## src/rtl/pearson_correlation_defines.svh

```systemverilog
// Assertion helpers for the file that carries checks.
`ifndef PEARSON_CORRELATION_DEFINES_SVH
`define PEARSON_CORRELATION_DEFINES_SVH

// Same-cycle implication, sampled on clk, off while rst_n is low.
`define PCORR_ASSERT_IMPL(name, ante, cons) \
    name: assert property (@(posedge clk) disable iff (!rst_n) (ante) |-> (cons)) \
        else $error("pearson_correlation: check failed");

// Next-cycle implication, sampled on clk, off while rst_n is low.
`define PCORR_ASSERT_NEXT(name, ante, cons) \
    name: assert property (@(posedge clk) disable iff (!rst_n) (ante) |=> (cons)) \
        else $error("pearson_correlation: check failed");

`endif

```

## src/rtl/pcorr_pkg.sv

```systemverilog
package pcorr_pkg;

    // Sample format and limits.
    localparam int SAMPLE_BITS = 16;
    localparam int MAX_PAIRS   = 1024;
    localparam int CNT_W       = 11;

    // Accumulator widths.
    localparam int SX_W  = 27;
    localparam int SQ_W  = 41;
    localparam int SXY_W = 42;

    // Finishing arithmetic widths.
    localparam int PROD_W  = 56;
    localparam int NUM_W   = 54;
    localparam int VAR_W   = 52;
    localparam int PROD2_W = 2 * VAR_W;
    localparam int REM_W   = VAR_W + 4;
    localparam int Q_W     = 31;
    localparam int ITER_W  = $clog2(VAR_W);
    localparam int COEF_W  = 32;

    localparam logic [Q_W-1:0]           ONE_Q30  = Q_W'(31'h4000_0000);
    localparam logic signed [COEF_W-1:0] COEF_MAX = 32'sd1073741824;
    localparam logic signed [COEF_W-1:0] COEF_MIN = -32'sd1073741824;

    // Result status codes.
    typedef enum logic [1:0] {
        STAT_OK       = 2'd0,
        STAT_ZERO_VAR = 2'd1,
        STAT_OVERFLOW = 2'd2
    } status_e;

    typedef struct packed {
        logic signed [SAMPLE_BITS-1:0] x_sample;
        logic signed [SAMPLE_BITS-1:0] y_sample;
        logic                          last_pair;
    } sample_t;

    typedef struct packed {
        logic signed [COEF_W-1:0] coefficient;
        logic [1:0]               status;
        logic [CNT_W-1:0]         pairs_used;
    } result_t;

    // Commands from the controller to the datapath.
    typedef struct packed {
        logic    accumulate;
        logic    capture_products;
        logic    capture_diffs;
        logic    start_iter;
        logic    mul_step;
        logic    sqrt_step;
        logic    div_step;
        logic    cnt_clear;
        logic    load_result;
        status_e result_status;
    } dp_cmd_t;

    // Status from the datapath to the controller.
    typedef struct packed {
        logic overflow;
        logic zero_var;
        logic wide_last;
        logic div_last;
    } dp_status_t;

endpackage

```

## src/rtl/pcorr_ctrl.sv

```systemverilog
module pcorr_ctrl (
    input  logic                  clk,
    input  logic                  rst_n,
    input  logic                  sample_valid,
    input  logic                  last_pair,
    output logic                  sample_ready,
    output logic                  result_valid,
    input  logic                  result_ready,
    input  pcorr_pkg::dp_status_t stat,
    output pcorr_pkg::dp_cmd_t    cmd
);
    import pcorr_pkg::*;

    typedef enum logic [7:0] {
        S_ACC  = 8'b0000_0001,
        S_PROD = 8'b0000_0010,
        S_DIFF = 8'b0000_0100,
        S_CHK  = 8'b0000_1000,
        S_MUL  = 8'b0001_0000,
        S_SQRT = 8'b0010_0000,
        S_DIV  = 8'b0100_0000,
        S_DONE = 8'b1000_0000
    } state_t;

    state_t  state_reg, state_next;
    status_e code_reg, code_next;
    logic    valid_reg, valid_next;
    logic    slot_free;

    assign slot_free = !valid_reg || result_ready;

    // Sequencing of one set: accumulate, finish, deliver.
    always_comb
    begin
        state_next   = state_reg;
        code_next    = code_reg;
        cmd          = '0;
        cmd.result_status = code_reg;
        sample_ready = 1'b0;
        unique case (state_reg)
            S_ACC:
            begin
                sample_ready   = 1'b1;
                cmd.accumulate = sample_valid;
                if (sample_valid && last_pair)
                begin
                    state_next = S_PROD;
                end
            end
            S_PROD:
            begin
                cmd.capture_products = 1'b1;
                state_next = S_DIFF;
            end
            S_DIFF:
            begin
                cmd.capture_diffs = 1'b1;
                state_next = S_CHK;
            end
            S_CHK:
            begin
                if (stat.overflow)
                begin
                    code_next  = STAT_OVERFLOW;
                    state_next = S_DONE;
                end
                else if (stat.zero_var)
                begin
                    code_next  = STAT_ZERO_VAR;
                    state_next = S_DONE;
                end
                else
                begin
                    code_next      = STAT_OK;
                    cmd.start_iter = 1'b1;
                    state_next     = S_MUL;
                end
            end
            S_MUL:
            begin
                cmd.mul_step = 1'b1;
                if (stat.wide_last)
                begin
                    cmd.cnt_clear = 1'b1;
                    state_next    = S_SQRT;
                end
            end
            S_SQRT:
            begin
                cmd.sqrt_step = 1'b1;
                if (stat.wide_last)
                begin
                    cmd.cnt_clear = 1'b1;
                    state_next    = S_DIV;
                end
            end
            S_DIV:
            begin
                cmd.div_step = 1'b1;
                if (stat.div_last)
                begin
                    state_next = S_DONE;
                end
            end
            S_DONE:
            begin
                if (slot_free)
                begin
                    cmd.load_result = 1'b1;
                    state_next      = S_ACC;
                end
            end
            default:
            begin
                state_next = S_ACC;
            end
        endcase
    end

    // Output valid flag.
    always_comb
    begin
        valid_next = valid_reg;
        if (cmd.load_result)
        begin
            valid_next = 1'b1;
        end
        else if (result_ready)
        begin
            valid_next = 1'b0;
        end
    end

    always_ff @(posedge clk or negedge rst_n)
    begin
        if (!rst_n)
        begin
            state_reg <= S_ACC;
            code_reg  <= STAT_OK;
            valid_reg <= 1'b0;
        end
        else
        begin
            state_reg <= state_next;
            code_reg  <= code_next;
            valid_reg <= valid_next;
        end
    end

    assign result_valid = valid_reg;

endmodule
```

## config.mk

```make
export PLATFORM = sky130hd
export DESIGN_NAME = pcorr_ctrl
export DESIGN_NICKNAME = d
export VERILOG_FILES = /design/src/rtl/pearson_correlation_defines.svh /design/src/rtl/pcorr_pkg.sv /design/src/rtl/pcorr_ctrl.sv
export SDC_FILE = /design/constraint.sdc
export NUM_CORES = 1
export LEC_CHECK = 0
export ABC_AREA = 0
export BUFFER_PORTS_ARGS = -buffer_cell sky130_fd_sc_hd__buf_2
export CORE_ASPECT_RATIO = 1.5
export CORE_MARGIN = 4
export CORE_UTILIZATION = 35
export DETAILED_ROUTE_END_ITERATION = 12
export PLACE_DENSITY_LB_ADDON = 0.25
export RECOVER_POWER = 50
export SKIP_CTS_REPAIR_TIMING = 1
export SLEW_MARGIN = 30
export SYNTH_ARGS = -nofsm -noshare
export SYNTH_HDL_FRONTEND = slang
export SYNTH_SLANG_ARGS = --single-unit
```

## constraint.sdc

```tcl
create_clock -name clk -period 1.7 [get_ports clk]
set_input_delay 0.17 -clock clk [delete_from_list [all_inputs] [get_ports clk]]
set_output_delay 0.17 -clock clk [all_outputs]
set_load 0.05 [all_outputs]
```

# == After elaboration in Yosys (flattened, before gate mapping) ==
# Cells that the tools add are included.
# totals
regBits,11
in_bits,9
output_inout_bits,13
# classes
n_eq_ne,13
n_mux,26
reduce_logical,6
# ops
cell,n
$pmux W8 S8,1
$mux W8,7
$mux W1,17
$ne A2 B2 Y1 const B,5
$eq A8 B1 Y1 const B,1
$eq A8 B2 Y1 const B,1
$eq A8 B3 Y1 const B,1
$eq A8 B4 Y1 const B,1
$eq A8 B5 Y1 const B,1
$eq A8 B6 Y1 const B,1
$eq A8 B7 Y1 const B,1
$eq A8 B8 Y1 const B,1
$reduce_and A5 Y1,1
$mux W2,1
$reduce_bool A2 Y1,1
$reduce_or A2 Y1,1
$logic_and A1 B1 Y1,1
$logic_not A1 Y1,1
$logic_or A1 B1 Y1,1

# == Logic depth before layout (Yosys ltp) ==
# depth
word_depth,5
mapped_depth,4
depth_no_buf,4

# == Worst setup path before layout ==
# OpenSTA, ideal clock, no wires.
# synth_timing
kind,flip-flop to output port
start,register state_reg[3]
end,output port cmd[9] (netlist name)
t_arrival_ns,2.110
t_required_ns,1.530
path_slack_ns,-0.580
path_stages_with_launch,4
path_buffers,0
path_cell_list,dfrtp_1 nor4_4 nand2_1 nor3b_1
# synth_lines
item,line_no,rtl
start: declaration,pcorr_ctrl.sv:25,"state_t state_reg, state_next;"
start signal: assignment,pcorr_ctrl.sv:144,state_reg <= state_next;
end: declaration,pcorr_ctrl.sv:10,output pcorr_pkg::dp_cmd_t cmd

==> flow_results.org <==
** Critical path
- Startpoint types :: flip-flop
- Critical-path cell list :: nor4_4, and3_4, nor3b_4, buf_6
- Data required time at the worst endpoint :: 1.53 ns
- The critical path is of the reg -> out type.
- Crit path capture type :: primary output
- Startpoint of the most critical register-to-register path :: state_reg[5]
- Register-to-Register Setup Slack :: 0.03 ns
- For the worst flop-to-flop path, the logic depth is 7.
- Critical R2R Capture :: state_reg[6]
- Crit path arrival time :: approximately 1.7 ns
- Top delay family on crit path :: simple AND/OR/NAND/NOR gates
- In this run the number of cells on the critical path is 4.
- Sum of buffers and inverters on the critical path :: 1
- On the critical path, the stage with the largest delay is an instance of sky130_fd_sc_hd__dfrtp_2.
- Largest stage delay on the critical path :: 0.42 ns
- Largest driver fanout on the critical path :: 4

** CTS
- The later pin in the worst-skew pair is clocked with a latency of 0.28 ns.
- In this run, CTS created clock tree buffers numbering 3.
- CTS built an H-tree with a depth of 1.
- Clock-pin slew was measured on the worst setup and hold paths at around 0.060 ns.
- TritonCTS built the clock tree.
- Clock tree synthesis found a total of 11 sinks.
- Largest buffer count on any clock path :: 2
- In this run the clock root is driven by a sky130_fd_sc_hd__clkbuf_4.

** STA
- Slew margin rel. :: around three fifths
- Setup repair after global routing could not meet its margin everywhere.
- Summed over all failing endpoints, the final setup total negative slack is -1.21 ns.
- Post-layout worst setup margin :: -0.173 ns
- For the finished layout, the period the worst path requires is 1.87 ns.
- Setup violations remaining at the end of the flow were counted as 10.
- Across the routed clock network, the largest skew measured is 0.00569 ns.
- At the pin with the least slew margin, the transition time is 0.589 ns.
- Fmax :: 534 MHz
- After layout, the worst path uses 110% of the clock period.
- Total count of max-transition violations in the final report :: 0
- Worst Hold Slack :: 0.0892 ns
- Number of hold-slack violations in the final timing report :: 0

** Power
- In this run the power density over the cells is 1430 nW/um^2.
- For this design the static power due to leakage is between 0.5 and 0.6 nW.
- Maximum vdd ir drop :: roughly 0.00074 V
- Sum of internal, switching and leakage power :: 1.59 mW

** Cells and area
- Finished Core Util :: 59.9%
- The finished layout holds 127 standard cells, fillers aside.
- Commonest non-fill, non-tap cell in the layout :: sky130_fd_sc_hd__buf_4
- Number of flip-flops in the largest register :: 8
- The net count of the finished layout is 116.
- The number of antenna diodes in the final layout is 0.
- In the layout the commonest cells are 13 x sky130_fd_sc_hd__buf_4, 10 x sky130_fd_sc_hd__buf_2, 8 x sky130_fd_sc_hd__dfrtp_1, 7 x sky130_fd_sc_hd__nor2_1.
- Share of cells above drive strength 1 :: around 56%
- With fillers left out, the area of the finished cells amounts to 1110 um^2.
- Area grow syn2layout :: 60.0%

** Drt
- For this run, design rule violations remaining after detail routing come to 0.
- After detailed routing, no signal wire sits above met4.
- Summed over all layers, the routed wires come to 1740 um.
- Dividing the detail-routed via count by the number of cells gives 5.11.
- Vias :: 649
- Met2 wire length :: approximately 950 um
- Detailed-routing wirelength on met1 :: 673 um
- Summed over all nets, wire length on met3 after detailed routing comes to 76 um.
- In this run the remaining antenna-violating nets after routing total 0.
- For this run, the detailed router's first-pass iteration total came to 4.
- Detailed router's first-iteration violation count :: 14
- WL/cell :: 13.7 um

** Synth
- Of the total synthesized cell area, the portion taken by XOR and XNOR cells is 1.26%.
- Among all flip-flop cells after synthesis, the most frequent one is sky130_fd_sc_hd__dfrtp_1.
- Synth async-reset ratio :: 100%
- In the synthesized netlist, mux cells make up 3.24% of the area.
- Number of flops mapped to enable cells by yosys :: 0
- The mapped netlist covers 694 um^2.
- Top cell type's share of synthesized area :: 36.0%
- Synthesis produced a little under 70 cells.
- Yosys printed 0 warnings.
- When the netlist entered floorplanning its net count stood at 78.
- A synthesized cell averages 10.1 um^2.
- Simple-gate share of the synthesized area :: about two fifths
- By area the synthesized netlist is led by sky130_fd_sc_hd__dfrtp_1 36%, sky130_fd_sc_hd__nor4_4 6.1%, sky130_fd_sc_hd__nor2_1 5.9%, sky130_fd_sc_hd__nand2b_1 4.5%, sky130_fd_sc_hd__dfstp_2 3.8%.
- By area, the combinational part of the netlist is dominated by simple AND/OR/NAND/NOR gates.
- The synthesized netlist devotes roughly 13% of its cell area to compound gates.
- Of the total synthesized cell area, the portion taken by full adders, half adders and majority gates is 0%.
- Largest area contributor in the synthesized netlist :: sky130_fd_sc_hd__dfrtp_1
- After synthesis, flip-flops and latches occupy 39.8% of the total area.
- After synthesis the netlist holds a flip-flop and latch count of 11.
- Count of different cell masters after synthesis :: 33

** Global route
- The first global-routing pass estimated 2550 um of wire.
- The initial antenna violation count is 0.
- Entering global routing, the biggest net connects 12 pins.
- Total GRT Usage :: 12.5%
- For this run the aggregate overflow at the end of global routing stands at 0.
- The number of global-route vias before repair came to 597.

** Flow run
- # Max-Cap Violations :: 0

** Placed design
- The placed instances occupy a cell area of between 800 and 900 um^2.
- GP Congestion :: 0.777
- Detail Placement HPWL :: 1270 um
- Prior to clock tree synthesis, the placed netlist has a worst setup slack of roughly 0.047 ns.
- During placement, the flow inserted port buffers numbering 21.
- Cell count after placement :: 114

** Die
- The initialized floorplan defines 19 standard-cell rows.
- The floorplan step defined a die boundary enclosing 2780 um^2.
- The die is ~63 um tall.
- Boundary pin count :: 22
- Area of the core region :: approximately 1900 um^2
- Initial cell density of the core :: 37.4%
- From left edge to right edge, the die measures between 40 and 50 um.

** Hold path
- The worst hold path passes through 2 cells.
- Min-Delay Startpoint :: stat[0]
- The worst hold path belongs to the class in -> reg.
- Hold Path Sink :: state_reg[6]

** Status
- Violations in the final reports :: setup timing
- The run finished, with violations left.
==> Yosys cell counts (2+ instances only) <==
| cell type | instances |
|---|---|
| sky130_fd_sc_hd__nor2_1 | 11 |
| sky130_fd_sc_hd__nor2b_1 | 2 |
| sky130_fd_sc_hd__inv_1 | 3 |
| sky130_fd_sc_hd__nor4_4 | 2 |
| sky130_fd_sc_hd__nand2b_1 | 5 |
| sky130_fd_sc_hd__and3_1 | 2 |
| sky130_fd_sc_hd__dfrtp_1 | 10 |
| sky130_fd_sc_hd__nand3_1 | 2 |
| sky130_fd_sc_hd__nor3b_1 | 3 |
| sky130_fd_sc_hd__nand2_1 | 6 |
==> metal layers <==
metal / vias to the layer above / global-route usage (%)
li1: 322 / -
met1: 301 / 13.8
met2: 21 / 20.6
met3: 5 / 2.02
met4: 0 / 9.06
met5: - / 0
==> how the worst max path moves through the flow <==
stage               slack, ns          from     end
floorplan               -0.10  state_reg[3]  cmd[9]
global placement         0.04  state_reg[0]  cmd[7]
detailed placement       0.05  state_reg[3]  cmd[2]
CTS                     -0.28  state_reg[0]  cmd[7]
global route            -0.29  state_reg[6]  cmd[7]
finish                  -0.17  state_reg[6]  cmd[7]
==> worst reg2reg max path, stage by stage (launching register included) <==
cell and delay (ns):
sky130_fd_sc_hd__dfrtp_2 0.44, sky130_fd_sc_hd__nor4_4 0.38, sky130_fd_sc_hd__buf_4 0.19, sky130_fd_sc_hd__buf_6 0.10
sky130_fd_sc_hd__buf_4 0.10, sky130_fd_sc_hd__nand3_2 0.09, sky130_fd_sc_hd__o311ai_4 0.13, sky130_fd_sc_hd__o32ai_1 0.11
==> kinds of logic after synthesis <==
| logic type | after synthesis |
|---|---|
| and+or+nand+nor | 42 |
| xor gates and xnor gates | 1 |
| buffers and inverters | 4 |
| DFF | 11 |
| muxes | 2 |
| AOI/OAI and AO/OA | 9 |
==> cell type report <==
type / instances / area, um^2
clock buffers: 4 / 26.3
inverters: 3 / 11.3
well taps: 21 / 26.3
flip-flops and latches: 11 / 279
repair buffers: 34 / 282
multi-input cells: 54 / 487
fillers: 166 / 743
==> power by group <==
part	internal (mW)	switching, mW
clock network	0.0911	0.0908
logic	0.445	0.566
registers	0.327	0.0656
total	0.862	0.723
(Power assumes the default switching activity.)
